**config.mk**
```make
export PLATFORM = sky130hd
export DESIGN_NAME = hst_ram
export DESIGN_NICKNAME = d
export VERILOG_FILES = /design/src/rtl/hst_ram.sv
export SDC_FILE = /design/constraint.sdc
export NUM_CORES = 1
export LEC_CHECK = 0
export BUFFER_PORTS_ARGS = -buffer_cell sky130_fd_sc_hd__buf_2
export CORE_ASPECT_RATIO = 2
export CORE_MARGIN = 10
export CORE_UTILIZATION = 60
export DETAILED_ROUTE_END_ITERATION = 10
export HOLD_SLACK_MARGIN = 0.06
export PLACE_DENSITY = 0.84
export SLEW_MARGIN = 40
export SYNTH_ARGS = -nofsm -noshare
export SYNTH_HDL_FRONTEND = slang
export SYNTH_SLANG_ARGS = --single-unit
```
**constraint.sdc**
```tcl
create_clock -name clk -period 3.3 [get_ports clk]
set_input_delay 0.165 -clock clk [delete_from_list [all_inputs] [get_ports clk]]
set_output_delay 0.165 -clock clk [all_outputs]
set_load 0.01 [all_outputs]
```
**src/rtl/hst_ram.sv**
```systemverilog
`timescale 1ns / 1ps

module hst_ram #(
    parameter int WIDTH = 8,
    parameter int DEPTH = 16
) (
    input  logic                                   clk,
    input  logic                                   wr_en,
    input  logic [((DEPTH > 1) ? $clog2(DEPTH) : 1)-1:0] wr_addr,
    input  logic [WIDTH-1:0]                       wr_data,
    input  logic                                   rd_en,
    input  logic [((DEPTH > 1) ? $clog2(DEPTH) : 1)-1:0] rd_addr,
    output logic [WIDTH-1:0]                       rd_data
);

    logic [WIDTH-1:0] mem [DEPTH];

    always_ff @(posedge clk)
    begin
        if (wr_en)
        begin
            mem[wr_addr] <= wr_data;
        end
        if (rd_en)
        begin
            rd_data <= mem[rd_addr];
        end
    end

endmodule

```
Word-level counts from Yosys, hierarchy flattened
Memories as Yosys holds them, arrays and structs flattened. A register that Yosys moved wholly into a read port is not among the register bits.
Index checks and enable logic that the tools add are counted.
Storage, ports and cells
  RAM bits: 128
  latch bits: 0
  memories kept: 1
  bits of input ports: 19
  register bits after elaboration: 0
  memory bits (read-only): 0
  word-level logic and storage cells: 3
Cells by class
  bitwise gates (word level): 0
  $mul: 0
  add/subtract/negate cells: 0
  order comparisons: 0
  divide/modulo/power cells: 0
  shifts and indexed selects: 0
  mux-type cells: 2
  equal/unequal tests: 0
  reduce and logical (&&, ||, !) cells: 0
Memories
  mem: depth 16, bits a word 8, read ports 1, clocked after Yosys merged registers in 1, write ports 1, line 16  | logic [WIDTH-1:0] mem [DEPTH];
Operator list (number)
  $mux W1: 2

Depth between registers and ports, before layout
  depth after elaboration: 2
  gate-level depth with buffers: 5

Worst setup path after synthesis
No wires, ideal clock.
  path kind: input to register
  from: in wr_addr[2] in the netlist's numbering
  to: mem mem[0][0], enable pin
  stages on the path: 2
  library setup time: 383 ps
  path buffers: 0
  path slack: 1642 ps
  data arrival time: 1275 ps
  cells stage by stage: or3b_2 nor3_1
RTL lines
  from (decl): line 9  | input logic [((DEPTH > 1) ? $clog2(DEPTH) : 1)-1:0] wr_addr,
  to (decl): line 16
No word-level cell before the write port.

==> impl_metrics.ini <==
[cells_and_area]
area_growth_pct = 15.29
nets = 289
insertedDiodeCount = 0
final_layout_size_suffix_gt1_share_pct = 31.80
finalNonFillerCells = 383

[floorplan]
die_x_um = 86
fp.dieH_um = 152
core_area_um2 = 8588
ios = 27
start_util_pct = 60.87
rows = 48
die-area_um2 = 13070

[global_route]
antenna_found_initial = 0
grt_pass1_vias = 2627
grt_max_degree = 33
grt_pass1_wl_um = 15870
grt_use_total_pct = 16.70
grt-ovfl-total = 0

[drt]
drt_wl_total_um = 10080
first_iter_violations = 212
drc_errors = 0
ant_nets = 0
first_pass_iters = 4
viasPerCell = 6.410
vias = 2455
wire_per_inst_um = 26.31

[logic_synthesis]
syn_area_um2 = 5228
synth.avg_cell_area_um2 = 22.83
synth_cells = 229
ys_types = 18
syn-num-nets = 248
yosys_warnings = 0
yosysSeqAreaShare_pct = 78.12
ys_seq_elements = 136

[clock_tree]
cts.root.buffer_cell = clkbuf_16
ctsLongestPathBuffers = 2
ctsResizeCount = 0
clk_latency_ns = 0.41
cts-hold-fix-buffers = 0
cts_tree = built
cts_setup_buffers = 0
clock_sinks = 136
htree_levels = 4
numCtsBuffers = 17
clk_pin_slew_ns = 0.06

[timing]
skew_ns = 0.005255
slew_headroom_pct = 45.26
drv_slew = 0
setup_tns_ns = 0
period_share_pct = 46.87
rsz0062_at_grt = false
fmax_mhz = 646.5
finalSetupViolCount = 0
hold_viol = 0
holdWs_ns = 0.1063
worst_pin_slew_ns = 0.8181
post-route-min-period_ns = 1.547

[job]
cap_violations = 0

[setup_path]
crit_path_start_kind = flop
critical_path_required_ns = 3.45
critPathMaxFanout = 1
r2r_slack_ns = 1.75
crit_path_end_kind = flop
worst-setup-path-type = reg2reg
r2r_start = mem[1][1]
startpoint = mem[1][1]
cp.arrival_ns = 1.70

[place]
gp_congestion = 0.7636
dp_hpwl_um = 6593
post-place-cells = 351
io_buffers = 26

[worst_hold_path]
hold_start = rd_en
min_path_type = in2reg

[power]
ir_drop_uv = 468.6
cellLeakagePower_uw = 0.002006
power.density_nw_per_um2 = 647.6

[outcome]
status = finished, final reports clean
## critical path: stages (launching register included)
cell	delay, ns
edfxtp_1	0.37
mux4_1	0.52
a22oi_1	0.28
nand2_1	0.13
## registers in the layout (all words and copies together) (netlist names)
name and count:
mem 128, rd_data 8
## report_power, final
| group | switching, uW | internal [uW] | leakage, uW |
|---|---|---|---|
| Combinational | 103 | 69.9 | 0.000502 |
| Sequential | 9.97 | 1950 | 0.00124 |
| Clock | 678 | 1090 | 0.000267 |
## per-layer routing
layer	wire length, um	part of all wire, %	global-route usage [%]
met1	3681	37	19.59
met2	5604	56	26.77
met3	584	5.8	5.246
met4	207	2.1	8.202
met5	0	0	0
## kinds of logic (layout without fill, tap and decap cells)
kind of cell	count (synthesis)	count (layout)	synth area share (%)
flip-flops	136	136	78.12
AND/OR/NAND/NOR	35	35	3.136
multiplexers	32	32	14.79
AO/OA/AOI/OAI	16	16	2.298
buffers and inverters	10	64	1.651
## path summary, 6_finish.rpt
kind | endpoint | cells after the start
worst max-delay path | rd_data[1] | 3
worst min-delay path | rd_data[2] | 1
worst max register to register | rd_data[1] | 3
worst min register to register | rd_data[4] | 3
## per-stage QoR
| step | utilization (%) | total power [uW] | cell area (um^2) | setup WS [ns] |
|---|---|---|---|---|
| 2_1_floorplan | - | 2092 | 5228 | 1.642 |
| 3_3_place_gp | 63.36 | 2153 | 5441 | 1.439 |
| 3_5_place_dp | 63.42 | 2163 | 5446 | 1.388 |
| 4_1_cts | 69.94 | 3921 | 6007 | 1.767 |
| 5_1_grt | 70.18 | 4023 | 6027 | 1.702 |
| 6_report | 70.18 | 3903 | 6027 | 1.753 |
## cell usage in the layout (no fill, tap or decap), drive strengths merged
| cell | n |
|---|---|
| a22oi | 16 |
| and2 | 1 |
| and2b | 1 |
| buf | 32 |
| bufinv | 2 |
| clkbuf | 17 |
| clkinv | 8 |
| clkinvlp | 4 |
| edfxtp | 136 |
| inv | 1 |
| mux4 | 32 |
| nand2 | 9 |
| nand2b | 2 |
| nand3 | 1 |
| nand3b | 2 |
| nor2 | 13 |
| nor2b | 1 |
| nor3 | 4 |
| or3b | 1 |
## Yosys cell counts
library cell,count,area [um^2]
edfxtp_1,136,4084
mux4_2,18,405.4
a22oi_1,16,120.1
mux4_1,14,367.9
nor2_1,13,48.80
nand2_1,9,33.78
nor3_1,4,20.02
buf_2,3,15.01
buf_6,3,33.78
clkdlybuf4s25_2,3,30.03
nand2b_1,2,12.51
nand3b_1,2,15.01
and2_1,1,6.260
and2b_1,1,7.510
buf_4,1,7.510
nand3_1,1,5.000
nor2b_1,1,6.260
or3b_2,1,8.760
## area by class of cell
| type | count | area (um^2) |
|---|---|---|
| fillers | 510 | 2561 |
| clock inverters | 15 | 135.1 |
| flip-flops and latches | 136 | 4084 |
| clock buffers | 17 | 425.4 |
| multi-input cells | 83 | 1082 |
| well taps | 100 | 125.1 |
| repair buffers | 32 | 175.2 |
No activity file was read; power rests on OpenSTA's default activity.
