## src/rtl/hst_pkg.sv

```systemverilog
`timescale 1ns / 1ps

package hst_pkg;

    // Default geometry
    localparam int BUCKETS_DEF = 1024;
    localparam int WAYS_DEF    = 4;

    // Field widths
    localparam int FUNC_W   = 2;
    localparam int WORD_W   = 32;
    localparam int KIND_W   = 2;
    localparam int STATUS_W = 2;

    // Operation codes
    localparam logic [FUNC_W-1:0] FUNC_LOOKUP     = 2'd0;
    localparam logic [FUNC_W-1:0] FUNC_DEF_TOKEN  = 2'd1;
    localparam logic [FUNC_W-1:0] FUNC_DEF_NUMBER = 2'd2;

    // Entry kinds
    localparam logic [KIND_W-1:0] KIND_FREE   = 2'd0;
    localparam logic [KIND_W-1:0] KIND_UNDEF  = 2'd1;
    localparam logic [KIND_W-1:0] KIND_TOKEN  = 2'd2;
    localparam logic [KIND_W-1:0] KIND_NUMBER = 2'd3;

    // Result status codes
    localparam logic [STATUS_W-1:0] STATUS_OK      = 2'd0;
    localparam logic [STATUS_W-1:0] STATUS_UNDEF   = 2'd1;
    localparam logic [STATUS_W-1:0] STATUS_REFUSED = 2'd2;
    localparam logic [STATUS_W-1:0] STATUS_FULL    = 2'd3;

    // Key mixing constants
    localparam logic [WORD_W-1:0] MIX_C0 = 32'h7ed55d16;
    localparam logic [WORD_W-1:0] MIX_C1 = 32'hc761c23c;
    localparam logic [WORD_W-1:0] MIX_C2 = 32'h165667b1;
    localparam logic [WORD_W-1:0] MIX_C3 = 32'hd3a2646c;
    localparam logic [WORD_W-1:0] MIX_C4 = 32'hfd7046c5;
    localparam logic [WORD_W-1:0] MIX_C5 = 32'hb55a4f09;

    typedef enum logic [1:0] {
        HS_IDLE,
        HS_MIX,
        HS_MOD
    } hash_state_t;

    typedef enum logic [1:0] {
        S_CLEAR,
        S_IDLE,
        S_HASH,
        S_EVAL
    } state_t;

endpackage

```

## src/rtl/hst_hash.sv

```systemverilog
`timescale 1ns / 1ps

module hst_hash #(
    parameter int BUCKETS = hst_pkg::BUCKETS_DEF
) (
    input  logic                         clk,
    input  logic                         rst_n,
    input  logic                         start,
    input  logic [hst_pkg::WORD_W-1:0]   key,
    output logic                         done,
    output logic [$clog2(BUCKETS)-1:0]   bucket
);

    localparam int BW = $clog2(BUCKETS);
    localparam int PW = 2 * hst_pkg::WORD_W;
    localparam bit POW2 = ((BUCKETS & (BUCKETS - 1)) == 0);
    localparam logic [2:0] LAST_STEP = 3'd5;
    localparam logic [1:0] LAST_MOD = 2'd2;
    // Scaled reciprocal of the bucket count; the quotient estimate is low by at most one
    localparam int SHIFT = hst_pkg::WORD_W - 1 + BW;
    localparam logic [PW-1:0] SCALE = PW'(1) << SHIFT;
    localparam logic [hst_pkg::WORD_W-1:0] RECIP = hst_pkg::WORD_W'(SCALE / PW'(BUCKETS));
    localparam logic [hst_pkg::WORD_W-1:0] DIVISOR = hst_pkg::WORD_W'(BUCKETS);

    hst_pkg::hash_state_t state_reg, state_next;
    logic [2:0]                   step_reg, step_next;
    logic [1:0]                   cnt_reg, cnt_next;
    logic [hst_pkg::WORD_W-1:0]   k_reg, k_next;
    logic [PW-1:0]                prod_reg, prod_next;
    logic [hst_pkg::WORD_W-1:0]   part_reg, part_next;
    logic [BW-1:0]                rem_reg, rem_next;
    logic                         done_reg, done_next;

    function automatic logic [hst_pkg::WORD_W-1:0] mix_step(
        input logic [hst_pkg::WORD_W-1:0] k,
        input logic [2:0]                 step
    );
        logic [hst_pkg::WORD_W-1:0] r;
        case (step)
            3'd0:    r = (k + hst_pkg::MIX_C0) + (k << 12);
            3'd1:    r = (k ^ hst_pkg::MIX_C1) ^ (k >> 19);
            3'd2:    r = (k + hst_pkg::MIX_C2) + (k << 5);
            3'd3:    r = (k + hst_pkg::MIX_C3) ^ (k << 9);
            3'd4:    r = (k + hst_pkg::MIX_C4) + (k << 3);
            default: r = (k ^ hst_pkg::MIX_C5) ^ (k >> 16);
        endcase
        return r;
    endfunction

    always_comb
    begin
        state_next = state_reg;
        case (state_reg)
            hst_pkg::HS_IDLE:
            begin
                if (start)
                begin
                    state_next = hst_pkg::HS_MIX;
                end
            end
            hst_pkg::HS_MIX:
            begin
                if (step_reg == LAST_STEP)
                begin
                    state_next = POW2 ? hst_pkg::HS_IDLE : hst_pkg::HS_MOD;
                end
            end
            hst_pkg::HS_MOD:
            begin
                if (cnt_reg == LAST_MOD)
                begin
                    state_next = hst_pkg::HS_IDLE;
                end
            end
            default: state_next = hst_pkg::HS_IDLE;
        endcase
    end

    always_comb
    begin
        k_next    = k_reg;
        step_next = step_reg;
        cnt_next  = cnt_reg;
        prod_next = prod_reg;
        part_next = part_reg;
        rem_next  = rem_reg;
        done_next = 1'b0;
        case (state_reg)
            hst_pkg::HS_IDLE:
            begin
                if (start)
                begin
                    k_next    = key;
                    step_next = '0;
                end
            end
            hst_pkg::HS_MIX:
            begin
                k_next    = mix_step(k_reg, step_reg);
                step_next = step_reg + 3'd1;
                cnt_next  = '0;
                rem_next  = '0;
                done_next = POW2 && (step_reg == LAST_STEP);
            end
            hst_pkg::HS_MOD:
            begin
                // Estimate the quotient, take the partial remainder, correct once
                case (cnt_reg)
                    2'd0:
                    begin
                        prod_next = PW'(k_reg) * PW'(RECIP);
                    end
                    2'd1:
                    begin
                        part_next = k_reg - hst_pkg::WORD_W'(prod_reg >> SHIFT) * DIVISOR;
                    end
                    default:
                    begin
                        rem_next = (part_reg >= DIVISOR) ? BW'(part_reg - DIVISOR)
                                                         : BW'(part_reg);
                    end
                endcase
                cnt_next  = cnt_reg + 2'd1;
                done_next = (cnt_reg == LAST_MOD);
            end
            default: ;
        endcase
    end

    always_ff @(posedge clk or negedge rst_n)
    begin
        if (!rst_n)
        begin
            state_reg <= hst_pkg::HS_IDLE;
            done_reg  <= 1'b0;
        end
        else
        begin
            state_reg <= state_next;
            done_reg  <= done_next;
        end
    end

    always_ff @(posedge clk)
    begin
        k_reg    <= k_next;
        step_reg <= step_next;
        cnt_reg  <= cnt_next;
        prod_reg <= prod_next;
        part_reg <= part_next;
        rem_reg  <= rem_next;
    end

    assign done   = done_reg;
    assign bucket = POW2 ? k_reg[BW-1:0] : rem_reg;

endmodule

```

## config.mk

```make
export PLATFORM = sky130hd
export DESIGN_NAME = hst_hash
export DESIGN_NICKNAME = d
export VERILOG_FILES = /design/src/rtl/hst_pkg.sv /design/src/rtl/hst_hash.sv
export SDC_FILE = /design/constraint.sdc
export NUM_CORES = 1
export LEC_CHECK = 0
export ABC_CLOCK_PERIOD_IN_PS = 5100
export BUFFER_PORTS_ARGS = -buffer_cell sky130_fd_sc_hd__buf_2
export CORE_ASPECT_RATIO = 1.75
export CORE_UTILIZATION = 55
export CTS_CLUSTER_SIZE = 8
export DETAILED_ROUTE_END_ITERATION = 10
export PLACE_DENSITY = 0.74
export SLEW_MARGIN = 20
export SYNTH_ARGS = -nofsm -noshare
export SYNTH_HDL_FRONTEND = slang
export SYNTH_SLANG_ARGS = --single-unit
```

## constraint.sdc

```tcl
create_clock -name clk -period 5.1 [get_ports clk]
set_input_delay 0.765 -clock clk [delete_from_list [all_inputs] [get_ports clk]]
set_output_delay 0.765 -clock clk [all_outputs]
set_load 0.01 [all_outputs]
```

======== After elaboration in Yosys (flattened, before gate mapping) ========
Cells that the tools add are included.
cells by class
  mux-type cells .......................... 11
  reduce and logical (&&, ||, !) cells .... 6
  equal/unequal tests ..................... 11
  add/subtract/negate cells ............... 9
  bitwise gates (word level) .............. 5
operators by type and width
  kind                      count
  $pmux W32 S5              1
  $add A32 B32 Y32          3
  $add A32 B32 Y32 const B  2
  $pmux W32 S2              1
  $add A32 B29 Y32 const B  1
  $add A32 B31 Y32 const B  1
  $mux W32                  1
  $xor A32 B13 Y32          1
  $xor A32 B16 Y32          1
  $xor A32 B32 Y32          1
  $not A16 Y16              1
  $not A15 Y15              1
  $eq A3 B2 Y1 const B      2
  $eq A3 B3 Y1 const B      2
  $mux W2                   3
  $ne A2 B2 Y1 const B      3
  $pmux W2 S3               1
  $pmux W3 S2               1
  $eq A2 B2 Y1 const B      2
  $pmux W2 S2               1
  $reduce_bool A2 Y1        2
  $add A3 B1 Y3 const B     1
  $eq A3 B1 Y1 const B      1
  $logic_not A3 Y1          1
  other kinds (7)           7
word-level totals
  register bits ........................... 40
  input port bits ......................... 35
  logic and storage cells ................. 47
  output and inout port bits .............. 11

======== Longest topological paths before layout ========
Gate-level depths: netlist (run 1).
  depth in word-level cells ............... 4
  mapped depth ............................ 16
  depth with buffers taken out ............ 14

======== Worst setup path before layout (run 1) ========
OpenSTA, ideal clock, no wires.
  kind .................................... register to register
  start point ............................. reg k_reg[12] (netlist name)
  end point ............................... reg k_reg[31] (netlist name) (data pin)
  library setup time ...................... 272 ps
  buffers on the path ..................... 1
  data required time ...................... 4828 ps
  slack ................................... 1252 ps
  period minus slack after synthesis ...... 3848 ps
  cell stages (with the launch flop) ...... 16
  data arrival time ....................... 3576 ps
  path through ............................ edfxtp_1 > clkbuf_1 > inv_1 > ha_1 > inv_1 > ha_1 > nand2_1 > nor3_1 > or4_1 > o22ai_2 > a21oi_2 > nor2_2 > o21ai_2 > a41oi_1 > mux2_1 > or4_1
on the way
  word-level cells in the longest chain between the ends .. 4
  elaborated cells between the ends (all ways) .. 10
  those cells by class .................... add/sub: 7; mux: 2; bitwise: 1
RTL lines
  what                                                          RTL line         source
  from (decl)                                                   hst_hash.sv:28   logic [hst_pkg::WORD_W-1:0] k_reg, k_next;
  from (signal assigned)                                        hst_hash.sv:146  k_reg <= k_next;
  $add A32 B32 Y32, or another cell as far along (2 in series)  hst_hash.sv:44   3'd4: r = (k + hst_pkg::MIX_C4) + (k << 3);
  $pmux W32 S5 *                                                hst_hash.sv:39   case (step)
  $pmux W32 S2 *                                                hst_hash.sv:88   case (state_reg)
  net k_next (one bit)                                          hst_hash.sv:28
The timed path passes the listed nets; every way through them passes the cells marked *.
A chain may end at the register's enable or synchronous reset.

======== Worst setup path in the final report (run 1) ========
  start point ............................. reg k_reg[2] (netlist name)
  end point ............................... reg k_reg[28] (netlist name) (data pin)
Same word-level chain as after synthesis.

==> flow_summary.yaml, run 1 <==
synth:
  synth_fa_ha_area_share_pct: 22.3
  async_reset_ff_share_pct: 5.41
  synth_seq_cells: 37
  synth_area_per_cell_um2: 7.46
  ys_seq_area_share_pct: 11.5
  synth_top_family_by_area: "compound AO/OA/AOI/OAI gates"
  ys_warn_count: 0
  synth_cell_types: 82
  syn-cell-area_mm2: 0.00953
  synth_nets: 1482
  synth.top_cell.area_share_pct: 22.0
  synthMuxAreaShare_pct: 1.36
  yosys.area_share.simple_pct: 16.0
  synthCells: 1278
  yosys.area.top_type: "ha_1"
  synth-compound-area-share_pct: 28.1
  ys_top_cells_by_area: "ha_1 22%, edfxtp_1 11%, xnor2_1 7.5%"
  synthXorXnorAreaFrac_pct: 11.8
  synth_edf_count: 35
  dominantRegCellSynth: "edfxtp_1"
floorplan:
  rows: 63
  start_util_pct: 56.3
  io_pins: 46
  die_area_mm2: 0.0179
  die_w_um: 102
  die_y_um: 176
  core_area_mm2: 0.0169
setup_path:
  cp.required_ps: 5110
  crit_arrival_ps: 4840
  critPathCaptureType: "register"
  cp-start-kind: "register"
  cp_max_fo: 11
  critical_path_class: "register to register"
final_layout:
  largest_reg_flops: 32
  n_antenna_cell: 0
  drive_above_1_share_pct: 9.31
  areaGrowthSynthToFinish_pct: 6.55
  nets: 1492
sta:
  layout_worst_path_cycle_share_pct: 94.8
  grt_setup_unrepaired: "no"
  slew_viol_final: 0
  max_freq_mhz: 207
  setup_viol: 0
  skew_ps: 8.64
  hold_viol_final: 0
  post-route-min-period_ps: 4830
  slew_headroom_pct: 27.2
  worst_pin_slew_ps: 1080
  totalNegativeSetupSlack_ps: 0
clock_tree:
  root_buffer: "clkbuf_16"
  cts.sinks: 37
  htreeDepth: 2
  cts_tree: "done"
  cts_hold_buf: 0
  cts_setup_buffers: 0
  cts_buffer_depth: 2
  clk_latency_ps: 300
  cts.clk_slew.worst_paths_ps: 70
  numCtsBuffers: 5
route:
  wirelength_mm: 39.6
  drc_errors: 0
  drt_pass1_iterations: 6
  vias: 10300
  viasPerCell: 6.81
  antenna_left: 0
  wl_per_cell_um: 26.1
  drt_iter0_drc: 980
grt:
  grt_pass1_wl_mm: 59.5
  overflow: 0
  grt_max_degree: 40
  antenna_found_initial: 1
  grt_pass1_vias: 10300
  grtUsageTotal_pct: 45.9
place:
  gp_congestion: 1.05
  numPortBuffers: 45
  hpwl_mm: 30.6
worst_hold_path:
  hold_class: "input port to asynchronous set/reset pin"
run_status:
  outcome: "finished clean"
job:
  maxCapViolCount: 0
==> synth_stat cells (5+ instances only) <==
master,instances
ha_1,168
inv_1,129
a21oi_1,109
nand2_1,99
nor2_1,82
xnor2_1,82
clkbuf_1,61
o21ai_0,61
xor2_1,46
nand3_1,36
edfxtp_1,35
a21o_1,34
a221oi_1,20
a31oi_1,17
nand4_1,17
o21a_1,17
nor3_1,16
o21ai_1,16
o221ai_1,16
nor2b_1,14
a211oi_1,13
and3_1,12
buf_4,12
nand2b_1,10
o211ai_1,10
or3_1,10
a311oi_1,9
o22ai_1,8
mux2_2,7
a32oi_1,6
o31ai_1,6
nor4_1,5
o2111ai_1,5
o21bai_1,5
==> final timing paths <==
path / depth (start not counted) / endpoint / from / slack (ps)
setup reg to reg: 14 / k_reg[28]$_DFFE_PP_ / k_reg[2]$_DFFE_PP_ / 270
max in group asynchronous: 1 / state_reg[0]$_DFFE_PN0P_ / rst_n / 4760
setup / recovery: 14 / k_reg[28]$_DFFE_PP_ / k_reg[2]$_DFFE_PP_ / 270
hold reg to reg: 1 / step_reg[0]$_SDFFCE_PN0P_ / step_reg[0]$_SDFFCE_PN0P_ / 640
hold / removal: 1 / state_reg[0]$_DFFE_PN0P_ / rst_n / 240
min in group clk: 1 / step_reg[0]$_SDFFCE_PN0P_ / step_reg[0]$_SDFFCE_PN0P_ / 640
==> per-layer routing <==
metal	wire length [um]	global-route usage, %	share of wire, %	up-vias
met3	3840	15.2	9.7	296
met2	18100	73.2	46	645
met4	5360	48.9	14	0
li1	-	-	-	4668
met1	12200	43.8	31	4716
met5	0	0	0	-
==> final cells by class <==
type                       instances  area, um^2
timing repair buffer              83         510
clock inverter                     2        37.5
clock buffer                       6         139
fill                            1668        6790
tap                              227         284
sequential                        37        1100
multi-input combinational       1030        7590
inverter                         131         492
==> through the flow <==
step / utilization, % / setup slack, ps / hold WS [ps] / cells / instance area [um^2]
detailed placement: 58.9 / 459 / 551 / 1508 / 9980
global placement: 58.9 / 428 / 549 / 1508 / 9980
global route: 59.9 / 42.6 / 239 / 1516 / 10200
CTS: 59.9 / 428 / 233 / 1516 / 10200
finish: 59.9 / 267 / 237 / 1516 / 10200
floorplan: - / 1250 / 469 / 1278 / 9530
==> cell usage in the layout, fill, tap and decap left out, types with 5 or more instances in the layout <==
master | Yosys | final
ha_1 | 168 | 168
inv_1 | 129 | 128
a21oi_1 | 109 | 109
nand2_1 | 99 | 99
xnor2_1 | 82 | 82
nor2_1 | 82 | 80
o21ai_0 | 61 | 61
xor2_1 | 46 | 46
buf_2 | 4 | 45
buf_4 | 12 | 38
nand3_1 | 36 | 36
edfxtp_1 | 35 | 35
a21o_1 | 34 | 34
a221oi_1 | 20 | 20
a31oi_1 | 17 | 17
o21a_1 | 17 | 17
nand4_1 | 17 | 17
nor3_1 | 16 | 16
o21ai_1 | 16 | 16
o221ai_1 | 16 | 16
nor2b_1 | 14 | 14
and3_1 | 12 | 12
a211oi_1 | 13 | 12
nand2b_1 | 10 | 10
or3_1 | 10 | 10
o211ai_1 | 10 | 10
a311oi_1 | 9 | 9
o22ai_1 | 8 | 8
mux2_2 | 7 | 7
o31ai_1 | 6 | 6
a32oi_1 | 6 | 6
o2111ai_1 | 5 | 5
nor4_1 | 5 | 5
o21bai_1 | 5 | 5
clkbuf_16 | 0 | 5
==> repair_timing <==
action	in CTS	in global routing
setup endpoints to repair	0	1
resized for setup	0	1
endpoints found under the hold margin	0	0
==> worst max-delay path: stages, from the launching register on <==
cell and delay [ps]:
edfxtp_1 650, inv_1 290, ha_1 360, inv_1 40, ha_1 230, or3_1 360
nor2_1 180, o31a_1 200, o21ai_1 150, a31oi_1 380, nor2_1 80, or3_1 410
a2111o_1 390, a211oi_1 530, o22ai_1 260
==> cells by family after synthesis <==
family                   Yosys count
XOR/XNOR                         128
AO/OA/AOI/OAI                    401
buffers and inverters            211
AND/OR/NAND/NOR                  320
adder cells (fa/ha/maj)          169
flip-flops                        37
multiplexers                      12
Power of run 1 is left out: the tool's default activity adds up to more than one toggle a clock period on the data nets, which glitch-free logic cannot reach.
==> run 2: changes to the inputs <==
--- a/config.mk
+++ b/config.mk
@@ -12,6 +12,7 @@
 export CTS_CLUSTER_SIZE = 8
 export DETAILED_ROUTE_END_ITERATION = 10
 export PLACE_DENSITY = 0.74
+export REMOVE_ABC_BUFFERS = 1
 export SLEW_MARGIN = 20
 export SYNTH_ARGS = -nofsm -noshare
 export SYNTH_HDL_FRONTEND = slang
==> constraint.sdc (replaced) <==
create_clock -name clk -period 5.1 [get_ports clk]
set_input_delay 0.255 -clock clk [delete_from_list [all_inputs] [get_ports clk]]
set_output_delay 0.255 -clock clk [all_outputs]
set_load 0.01 [all_outputs]
==> flow_summary.yaml, run 2 (synthesis gave the netlist of run 1 again) <==
setup_path:
  r2r_end: "k_reg[28]$_DFFE_PP_"
  cp.required_ps: 5130
  crit_arrival_ps: 4720
  cp_max_fo: 11
  reg2reg_from: "k_reg[8]$_DFFE_PP_"
  critPathCaptureType: "register"
  r2r_slack_ps: 410
  cp-start-kind: "register"
  critical_path_class: "register to register"
  reg2reg_depth: 14
grt:
  grt-busiest-layer: "met2"
  met2_usage_pct: 71.9
  overflow: 0
  grt_max_degree: 35
  grtUsageMet3_pct: 11.9
  gr-usage-met1_pct: 45.5
  grtUsageTotal_pct: 45.5
  grt_pass1_vias: 10200
  grt_pass1_wl_mm: 59.6
  antenna_found_initial: 2
final_layout:
  multi_input_area_mm2: 0.00760
  layout_common_cells: "168 x ha_1, 129 x inv_1, 109 x a21oi_1"
  post-route-util_pct: 59.7
  final_common_cell: "ha_1"
  regArea_mm2: 0.00110
  areaGrowthSynthToFinish_pct: 6.10
  drive_above_1_share_pct: 8.59
  largest_reg_flops: 32
  fill_cells: 1645
  nets: 1483
  fin_area_mm2: 0.0101
clock_tree:
  cts_tree: "done"
  cts_setup_buffers: 0
  clk_latency_ps: 300
  numCtsBuffers: 5
  cts_buffer_depth: 2
  root_buffer: "clkbuf_16"
  cts.sinks: 37
  cts.clk_slew.worst_paths_ps: 80
  htreeDepth: 2
sta:
  totalNegativeSetupSlack_ps: 0
  slew_headroom_pct: 30.7
  max_freq_mhz: 213
  layout_worst_path_cycle_share_pct: 92.0
  hold_viol_final: 0
  setup_viol: 0
  worst_pin_slew_ps: 1040
  skew_ps: 12.5
  post-route-min-period_ps: 4690
  grt_setup_unrepaired: "no"
  slew_viol_final: 0
place:
  numPortBuffers: 45
  gp_congestion: 1.03
  hpwl_mm: 30.3
  place_area_mm2: 0.00990
floorplan:
  die_w_um: 102
  io_pins: 46
  start_util_pct: 56.3
  rows: 63
  die_area_mm2: 0.0179
  die_y_um: 176
  core_area_mm2: 0.0169
worst_hold_path:
  hp-start: "key[11]"
  hold_end: "k_reg[11]$_DFFE_PP_"
  hold_class: "input port to register"
  hold_depth: 2
route:
  drt_iter0_drc: 1048
  drc_errors: 0
  wl_per_cell_um: 26.3
  drt_pass1_iterations: 6
  wirelength_mm: 39.7
  vias: 10300
  antenna_left: 0
  viasPerCell: 6.84
job:
  maxCapViolCount: 0
run_status:
  outcome: "finished clean"
==> run 2: critical path, stage by stage (launching register included) <==
cell and delay [ps]:
edfxtp_1 720, inv_1 450, ha_1 510, inv_1 70, ha_1 240, a21o_1 170, a21oi_1 230, o31a_1 220
o21ai_1 160, a31oi_1 390, nor2_1 90, or3_1 420, a2111o_1 410, a211oi_1 200, o22ai_1 120
==> run 2: layout make-up <==
type | instances | area share, %
diodes | 1 | 0.0247
clock buffers | 5 | 1.24
clock inverters | 3 | 0.680
inverters | 131 | 4.86
multi-input cells | 1030 | 75.1
flip-flops and latches | 37 | 10.9
well taps | 227 | 2.81
repair buffers | 74 | 4.40
==> run 2: how the worst max path moves through the flow <==
stage | to | startpoint | slack, ps
3_3_place_gp | k_reg[31]$_DFFE_PP_ | k_reg[2]$_DFFE_PP_ | 750
2_1_floorplan | k_reg[28]$_DFFE_PP_ | k_reg[4]$_DFFE_PP_ | 1380
6_report | k_reg[28]$_DFFE_PP_ | k_reg[8]$_DFFE_PP_ | 410
5_1_grt | k_reg[31]$_DFFE_PP_ | k_reg[2]$_DFFE_PP_ | 170
4_1_cts | k_reg[28]$_DFFE_PP_ | k_reg[3]$_DFFE_PP_ | 620
3_5_place_dp | k_reg[28]$_DFFE_PP_ | k_reg[3]$_DFFE_PP_ | 650
==> run 2: what timing repair did <==
| item | 4_1_cts | 5_1_grt |
|---|---|---|
| endpoints found under the setup margin | 0 | 0 |
| gates resized for setup | 0 | 0 |
| endpoints found under the hold margin | 2 | 0 |
| hold buffers | 1 | 0 |
==> run 2: per-layer routing <==
| metal | part of all wire [%] | wire length (um) | vias to the layer above |
|---|---|---|---|
| met5 | 0.045 | 18 | - |
| met1 | 32 | 12800 | 4733 |
| met2 | 45 | 18000 | 654 |
| li1 | - | - | 4643 |
| met3 | 9.4 | 3740 | 287 |
| met4 | 13 | 5140 | 2 |
==> run 2: metrics by stage <==
stage	worst slack, ps	hold WS (ps)	std cells
after floorplan	1380	-40.6	1198
final	408	253	1508
after detailed placement	646	43.1	1498
after global routing	170	258	1507
after CTS	623	254	1507
after global placement	750	39.9	1498
Power of run 2 is left out for the same reason.
